--- src/design/assert_macros.svh ---
// Assertion macros shared by the RTL. Both use the clock clk and the
// active-low reset arst_n of the module that includes this header.
`ifndef ASSERT_MACROS_SVH
`define ASSERT_MACROS_SVH

`ifndef SYNTHESIS

// A property checked at every rising clock edge outside reset.
`define OLI_ASSERT(lbl, prop) \
	lbl: assert property (@(posedge clk) disable iff (!arst_n) prop) \
	else $error("assertion failed");

// A condition that must never hold outside reset.
`define OLI_NEVER(lbl, expr) \
	lbl: assert property (@(posedge clk) disable iff (!arst_n) !(expr)) \
	else $error("forbidden condition");

`else

`define OLI_ASSERT(lbl, prop)
`define OLI_NEVER(lbl, expr)

`endif

`endif

--- src/design/olist_pkg.sv ---
`default_nettype none

package olist_pkg;

	// List geometry.
	localparam int DEPTH  = 256;
	localparam int DATA_W = 32;
	localparam int IDX_W  = 8;
	localparam int CNT_W  = 9;
	localparam logic [CNT_W-1:0] DEPTH_CNT = CNT_W'(DEPTH);

	// The search reduction works on groups of cells.
	localparam int GRP    = 16;
	localparam int GRP_W  = 4;
	localparam int NGRP   = DEPTH / GRP;
	localparam int NGRP_W = IDX_W - GRP_W;

	typedef enum logic [2:0] {
		ACT_CLEAR  = 3'd0,
		ACT_APPEND = 3'd1,
		ACT_READ   = 3'd2,
		ACT_INSERT = 3'd3,
		ACT_DELETE = 3'd4,
		ACT_SEARCH = 3'd5
	} action_t;

	typedef enum logic [1:0] {
		ST_OK    = 2'd0,
		ST_FULL  = 2'd1,
		ST_RANGE = 2'd2,
		ST_MISS  = 2'd3
	} status_t;

	typedef enum logic [2:0] {
		S_IDLE,
		S_CMP,
		S_GRP,
		S_SEL,
		S_DONE
	} state_t;

	// Control broadcast to every cell of the row.
	typedef struct packed {
		logic              ins;
		logic              del;
		logic              locate;
		logic [IDX_W-1:0]  pos;
		logic [CNT_W-1:0]  cnt;
		logic [DATA_W-1:0] key;
	} cell_ctl_t;

	// First matching cell as found by the reduction.
	typedef struct packed {
		logic              hit;
		logic [IDX_W-1:0]  idx;
		logic [DATA_W-1:0] val;
	} sel_t;

endpackage

`default_nettype wire

--- src/design/olist_cell.sv ---
`default_nettype none

module olist_cell (
	input  wire logic                          clk,
	input  wire olist_pkg::cell_ctl_t          ctl,
	input  wire logic [olist_pkg::IDX_W-1:0]   idx,
	input  wire logic [olist_pkg::DATA_W-1:0]  left,
	input  wire logic [olist_pkg::DATA_W-1:0]  right,
	output logic      [olist_pkg::DATA_W-1:0]  entry_q,
	output logic                               hit_q
);

	// Entry update: take the lower neighbor on insert, the upper one on delete.
	always_ff @(posedge clk) begin
		if (ctl.ins) begin
			if (idx > ctl.pos) begin
				entry_q <= left;
			end else if (idx == ctl.pos) begin
				entry_q <= ctl.key;
			end
		end else if (ctl.del) begin
			if (idx >= ctl.pos) begin
				entry_q <= right;
			end
		end
	end

	// Match flag: either this cell is the addressed one, or it holds the key.
	always_ff @(posedge clk) begin
		if (ctl.locate) begin
			hit_q <= (idx == ctl.pos);
		end else begin
			hit_q <= ({1'b0, idx} < ctl.cnt) && (entry_q == ctl.key);
		end
	end

endmodule

`default_nettype wire

--- config.mk ---
export PLATFORM = sky130hd
export DESIGN_NAME = olist_cell
export DESIGN_NICKNAME = d
export VERILOG_FILES = /design/src/design/assert_macros.svh /design/src/design/olist_pkg.sv /design/src/design/olist_cell.sv
export SDC_FILE = /design/constraint.sdc
export NUM_CORES = 1
export LEC_CHECK = 0
export BUFFER_PORTS_ARGS = -buffer_cell sky130_fd_sc_hd__buf_4
export CAP_MARGIN = 20
export CORE_MARGIN = 5
export CORE_UTILIZATION = 47
export DETAILED_ROUTE_END_ITERATION = 16
export HOLD_SLACK_MARGIN = 0.15
export PLACE_DENSITY = 0.88
export SYNTH_ARGS = -nofsm -noshare
export SYNTH_HDL_FRONTEND = slang
export SYNTH_SLANG_ARGS = --single-unit
--- constraint.sdc ---
create_clock -name clk -period 4.2 [get_ports clk]
set_clock_uncertainty 0.15 [all_clocks]
set_input_delay 0.63 -clock clk [delete_from_list [all_inputs] [get_ports clk]]
set_output_delay 0.63 -clock clk [all_outputs]
set_load 0.01 [all_outputs]
**Word level (Yosys, flattened, before mapping)**

Index checks and enable logic that the tools add are counted.

- Output and inout port bits: 33
- Logic and storage cells: 18
- Bits in registers: 33

- Order comparisons: 3
- Multiplexer cells: 6
- Reductions and logical operators: 4
- Equality and inequality tests: 3

Operator list:

| kind | count |
|---|---|
| $mux 32 | 5 |
| $eq 32x32->1 | 1 |
| $lt 8x9->1 | 1 |
| $eq 8x8->1 | 1 |
| $ge 8x8->1 | 1 |
| $gt 8x8->1 | 1 |
| $reduce_bool 2->1 | 2 |
| $ne 3x1->1 const B | 1 |
| $reduce_and 3->1 | 1 |
| $logic_and 1x1->1 | 1 |
| $mux 1 | 1 |

**Depth between registers and ports, before layout**

- Word-level depth: 4
- Gate-level depth with buffers: 8
- Gate-level depth less buffers: 7

**Worst setup path after synthesis**

Ideal clock, no wire load.

- Kind: input to register
- From: input ctl[42] in the netlist's numbering
- To: register entry_q[0] in the netlist's numbering (enable)
- Data required time: 3.659 ns
- Arrival: 2.164 ns
- Slack: 1.495 ns
- Stages: 6
- Setup time: 0.391 ns
- Path through: inv_1 -> ha_1 -> and2b_1 -> o211ai_2 -> a31oi_1 -> o22a_1

- Cells in the longest elaborated chain, start to end: 3
- Elaborated cells between the ends (all ways): 6

Ends and longest elaborated chain:

| item | line | text |
|---|---|---|
| start: declaration | olist_cell.sv:5 | `input wire olist_pkg::cell_ctl_t ctl,` |
| $gt 8x8->1, or another cell as far along | olist_cell.sv:16 | `if (idx > ctl.pos) begin` |
| $ne 3x1->1 (no source line) or $reduce_bool 2->1 (tied branches) | - |  |
| $reduce_and 3->1 (no source line) * | - |  |
| end signal: assignment | olist_cell.sv:17 | `entry_q <= left;` |
| end signal: assignment | olist_cell.sv:19 | `entry_q <= ctl.key;` |
| end signal: assignment | olist_cell.sv:23 | `entry_q <= right;` |
| end: declaration | olist_cell.sv:9 | `output logic [olist_pkg::DATA_W-1:0] entry_q,` |

Every way passes the cells marked *; elsewhere a longest branch is shown, timed or not.
A chain may end at the register's enable or synchronous reset.

**Worst setup path in the final report**

- From: input idx[3] in the netlist's numbering
- To: register entry_q[24] in the netlist's numbering (data pin)

- Cells in the longest elaborated chain, start to end: 3

Ends and longest elaborated chain:

| item | line | text |
|---|---|---|
| start: declaration | olist_cell.sv:6 | `input wire logic [olist_pkg::IDX_W-1:0] idx,` |
| $gt 8x8->1 | olist_cell.sv:16 |  |
| $mux 32 | olist_cell.sv:16 |  |
| $mux 32 | olist_cell.sv:15 | `if (ctl.ins) begin` |

Every way passes these cells.

==> qor.tcl <==
set qor(boundaryPins) 158
set qor(worst_relative_slew_slack) 0.572
set qor(power.share.combinational) 0.360
set qor(drc) 0
set qor(critPathBufInv) 2
set qor(ctsResizeCount) 0
set qor(die_h_um) 83.8
set qor(critical_path.max_fanout) 19
set qor(chipWidth_um) 83.8
set qor(core_area_um2) 5200
set qor(grt_usage) 0.249
set qor(run_status) {completed}
set qor(clock_latency_ns) 0.29
set qor(grt_max_degree) 66
set qor(first_global_vias) 2830
set qor(number_of_buffers_created_by_cts) 5
set qor(clock-sinks) 33
set qor(dp.final_hpwl_mm) 7.01
set qor(grt_setup_unrepaired) {false}
set qor(netSwitchingPower_mw) 0.361
set qor(routed_wire_length_per_instance_um) 17.8
set qor(numPortBuffers) 157
set qor(proportion_of_layout_cells_with_a_drive_suffix_above_1) 0.406
set qor(internal_cell_power_mw) 0.821
set qor(final_net_count) 570
set qor(post_cts_buffers) 0
set qor(hold_violations) 0
set qor(powerDensity_nw_per_um2) 307
set qor(timing.critical_path.required_ns) 4.18
set qor(max_ir_drop_vdd_mv) 0.159
set qor(final_setup_fails) 0
set qor(mappedNetlistNets) 421
set qor(tightest_slew_ns) 0.642
set qor(netlist_instances) 281
set qor(fin_crit_sh) 0.628
set qor(dieArea_um2) 7030
set qor(worst_setup_hold_path_clk_slew_ns) 0.07
set qor(cap_violations) 0
set qor(cts-root-to-sink-buffers) 2
set qor(hold_path_startpoint) {ctl[49]}
set qor(cts_tree) {built}
set qor(drt-pass1-iter-count) 5
set qor(gp_congestion) 0.887
set qor(synth_cell_type_count) 33
set qor(synth-seq-area-share) 0.383
set qor(worst-r2r-cell-count) 5
set qor(timing.hold.worst_endpoint) {hit_q}
set qor(max_stage_delay_ns) 0.59
set qor(layout_min_cycle_time_ns) 2.64
set qor(clockRootBuffer) {sky130_fd_sc_hd__clkbuf_8}
set qor(detail_route.iter0.violations) 149
set qor(grt_pass1_wl_mm) 13.9
set qor(crit_arrival_ns) 2.62
set qor(worst_path_most_repeated_cell) {sky130_fd_sc_hd__buf_4}
set qor(final_max_slew_viol_count) 0
set qor(placed_area_um2) 3740
set qor(worst_r2r_endpoint) {hit_q}
set qor(final_antenna_net_count) 0
set qor(antenna_cells) 0
set qor(ctsHtreeMaxLevel) 2
set qor(power_mw) 1.18
set qor(leakage_power_nw) 1.74
set qor(sw_frac_of_total) 0.306
set qor(synth-warning-count) 0
set qor(syn-cell-area_um2) 2560
set qor(synth_seq_cells) 33
set qor(start_util) 0.492
set qor(power.sequential.fraction) 0.391
set qor(globalRoute.totalOverflow) 0
set qor(r2r_slack_ns) 2.21
set qor(cts_hold_bufs) 0
set qor(final.setup.tns_ns) 0
set qor(worst_path_depth) 7
set qor(crit_path_end_kind) {flip-flop}
set qor(average_vias_per_placed_instance) 5.60
set qor(pwr-share-clk) 0.248
set qor(wirelength_mm) 8.93
set qor(hold_depth) 2
set qor(hold_class) {in2reg}
set qor(dp.cells) 493
set qor(reg_to_reg_startpoint) {entry_q[29]}
set qor(num-fill-cells) 413
set qor(antenna_violations_before_repair) 0
set qor(setup.worst_path.start_class) {input pin}
set qor(criticalPathCategory) {in2reg}
set qor(layout_area_overhead_pct) 50.4
set qor(critical_path.cell_chain) {buf_4 > ha_1 > nand4_1 > o21ai_2 > buf_4 > nand3_1 > a31oi_1}
set qor(rows) 26
set qor(crit_slowest_cell) {sky130_fd_sc_hd__o21ai_2}
set qor(critical-path-top-delay-family) {compound AO/OA/AOI/OAI gates}
set qor(max_clock_freq_ghz) 0.379
set qor(post_layout_nonfiller_instances) 501
set qor(syn_area_per_cell_um2) 9.11
set qor(final_design_area_no_fill_um2) 3850
set qor(dr_total_vias) 2804
cell usage after synthesis:
cell                       count  area (um2)
sky130_fd_sc_hd__buf_4         3        22.5
sky130_fd_sc_hd__buf_2         6        30.0
sky130_fd_sc_hd__buf_6         3        33.8
sky130_fd_sc_hd__nor4_1        6        37.5
sky130_fd_sc_hd__nor4b_1       1        8.76
sky130_fd_sc_hd__o21ai_2       2        17.5
sky130_fd_sc_hd__xnor2_1      12         105
sky130_fd_sc_hd__nand3_1      35         175
sky130_fd_sc_hd__nand4_4       1        21.3
sky130_fd_sc_hd__a21oi_1       4        20.0
sky130_fd_sc_hd__a31oi_1      34         213
sky130_fd_sc_hd__nor2_4        1        11.3
sky130_fd_sc_hd__nand4_1       4        25.0
sky130_fd_sc_hd__a21boi_0      1        7.51
sky130_fd_sc_hd__o22a_1        1        8.76
sky130_fd_sc_hd__a21o_1        2        15.0
sky130_fd_sc_hd__ha_1         15         188
sky130_fd_sc_hd__nor2_1       33         124
sky130_fd_sc_hd__a211oi_4      1        20.0
sky130_fd_sc_hd__inv_1        16        60.1
sky130_fd_sc_hd__nand2_1       1        3.75
sky130_fd_sc_hd__a32o_1        1        10.0
sky130_fd_sc_hd__dfxtp_1       1        20.0
sky130_fd_sc_hd__o21ai_1      32         160
sky130_fd_sc_hd__xor2_1       20         175
sky130_fd_sc_hd__edfxtp_1     32         961
sky130_fd_sc_hd__o211ai_2      1        12.5
sky130_fd_sc_hd__o31ai_1       1        7.51
sky130_fd_sc_hd__and2b_1       1        7.51
sky130_fd_sc_hd__clkbuf_1      7        26.3
sky130_fd_sc_hd__a211o_4       1        17.5
sky130_fd_sc_hd__nor2b_2       1        8.76
sky130_fd_sc_hd__o21a_1        1        7.51
layout make-up:
type | count | area, um2 | share of cell area
clock buffers | 6 | 72.6 | 0.0188
clock inverters | 2 | 33.8 | 0.00877
inverters | 16 | 60.1 | 0.0156
multi-input cells | 213 | 1410 | 0.365
flip-flops and latches | 33 | 981 | 0.255
well taps | 70 | 87.6 | 0.0227
repair buffers | 161 | 1210 | 0.314
layer usage:
metal	GRT usage	wire, um	vias up
li1	-	-	1341
met1	0.281	3270	1286
met2	0.434	4520	151
met3	0.0681	789	26
met4	0.113	352	0
met5	0	0	-
registers in the layout (all words and copies together), names as in the netlist:
| signal | flops |
|---|---|
| entry_q | 32 |
| hit_q | 1 |
worst max-delay path by stage:
stage / end / slack (ns) / startpoint
4_1_cts: entry_q[24] / 1.56 / idx[3]
3_5_place_dp: entry_q[24] / 1.25 / idx[3]
5_1_grt: entry_q[9] / 1.43 / ctl[44]
3_3_place_gp: entry_q[4] / 1.43 / idx[3]
6_report: entry_q[24] / 1.56 / idx[3]
2_1_floorplan: entry_q[0] / 1.49 / ctl[42]
cell usage in the layout (no fill, tap or decap), types with 2 or more instances in the layout:
cell type / n
sky130_fd_sc_hd__a21oi_1: 4
sky130_fd_sc_hd__o21ai_1: 32
sky130_fd_sc_hd__o21ai_2: 2
sky130_fd_sc_hd__nor2_1: 33
sky130_fd_sc_hd__clkbuf_8: 5
sky130_fd_sc_hd__inv_1: 16
sky130_fd_sc_hd__nor4_1: 6
sky130_fd_sc_hd__a31oi_1: 34
sky130_fd_sc_hd__xnor2_1: 12
sky130_fd_sc_hd__nand4_1: 4
sky130_fd_sc_hd__ha_1: 15
sky130_fd_sc_hd__xor2_1: 20
sky130_fd_sc_hd__nand3_1: 35
sky130_fd_sc_hd__a21o_1: 2
sky130_fd_sc_hd__edfxtp_1: 32
sky130_fd_sc_hd__buf_4: 161
power groups by stage:
stage / registers, mW / clock network, mW / logic [mW]
2_1_floorplan: 0.490 / 0 / 0.179
3_3_place_gp: 0.466 / 0 / 0.414
3_5_place_dp: 0.470 / 0 / 0.425
4_1_cts: 0.463 / 0.297 / 0.427
5_1_grt: 0.469 / 0.312 / 0.461
6_report: 0.463 / 0.294 / 0.426
logic make-up (layout without fill, tap and decap cells):
group	Yosys count	after routing	share of synthesized area
AND/OR/NAND/NOR	84	84	0.165
adder cells (fa/ha/maj)	15	15	0.0733
buffers and inverters	35	185	0.0674
AO/OA/AOI/OAI	82	82	0.202
XOR/XNOR	32	32	0.109
flip-flops	33	33	0.383
worst reg2reg max path, stage by stage, from the launching register on:
cell and delay [ns]:
sky130_fd_sc_hd__edfxtp_1 0.41, sky130_fd_sc_hd__xor2_1 0.16, sky130_fd_sc_hd__nor4_1 0.40, sky130_fd_sc_hd__nand4_1 0.21, sky130_fd_sc_hd__nor4_1 0.38, sky130_fd_sc_hd__a32o_1 0.21
stage by stage:
step,setup WS (ns),utilization,hold slack [ns]
4_1_cts,1.56,0.740,0.418
5_1_grt,1.43,0.740,0.424
2_1_floorplan,1.49,-,0.606
3_5_place_dp,1.25,0.719,0.669
3_3_place_gp,1.43,0.719,0.658
6_report,1.56,0.740,0.421
Note: power is estimated with default switching activity, not from simulation.
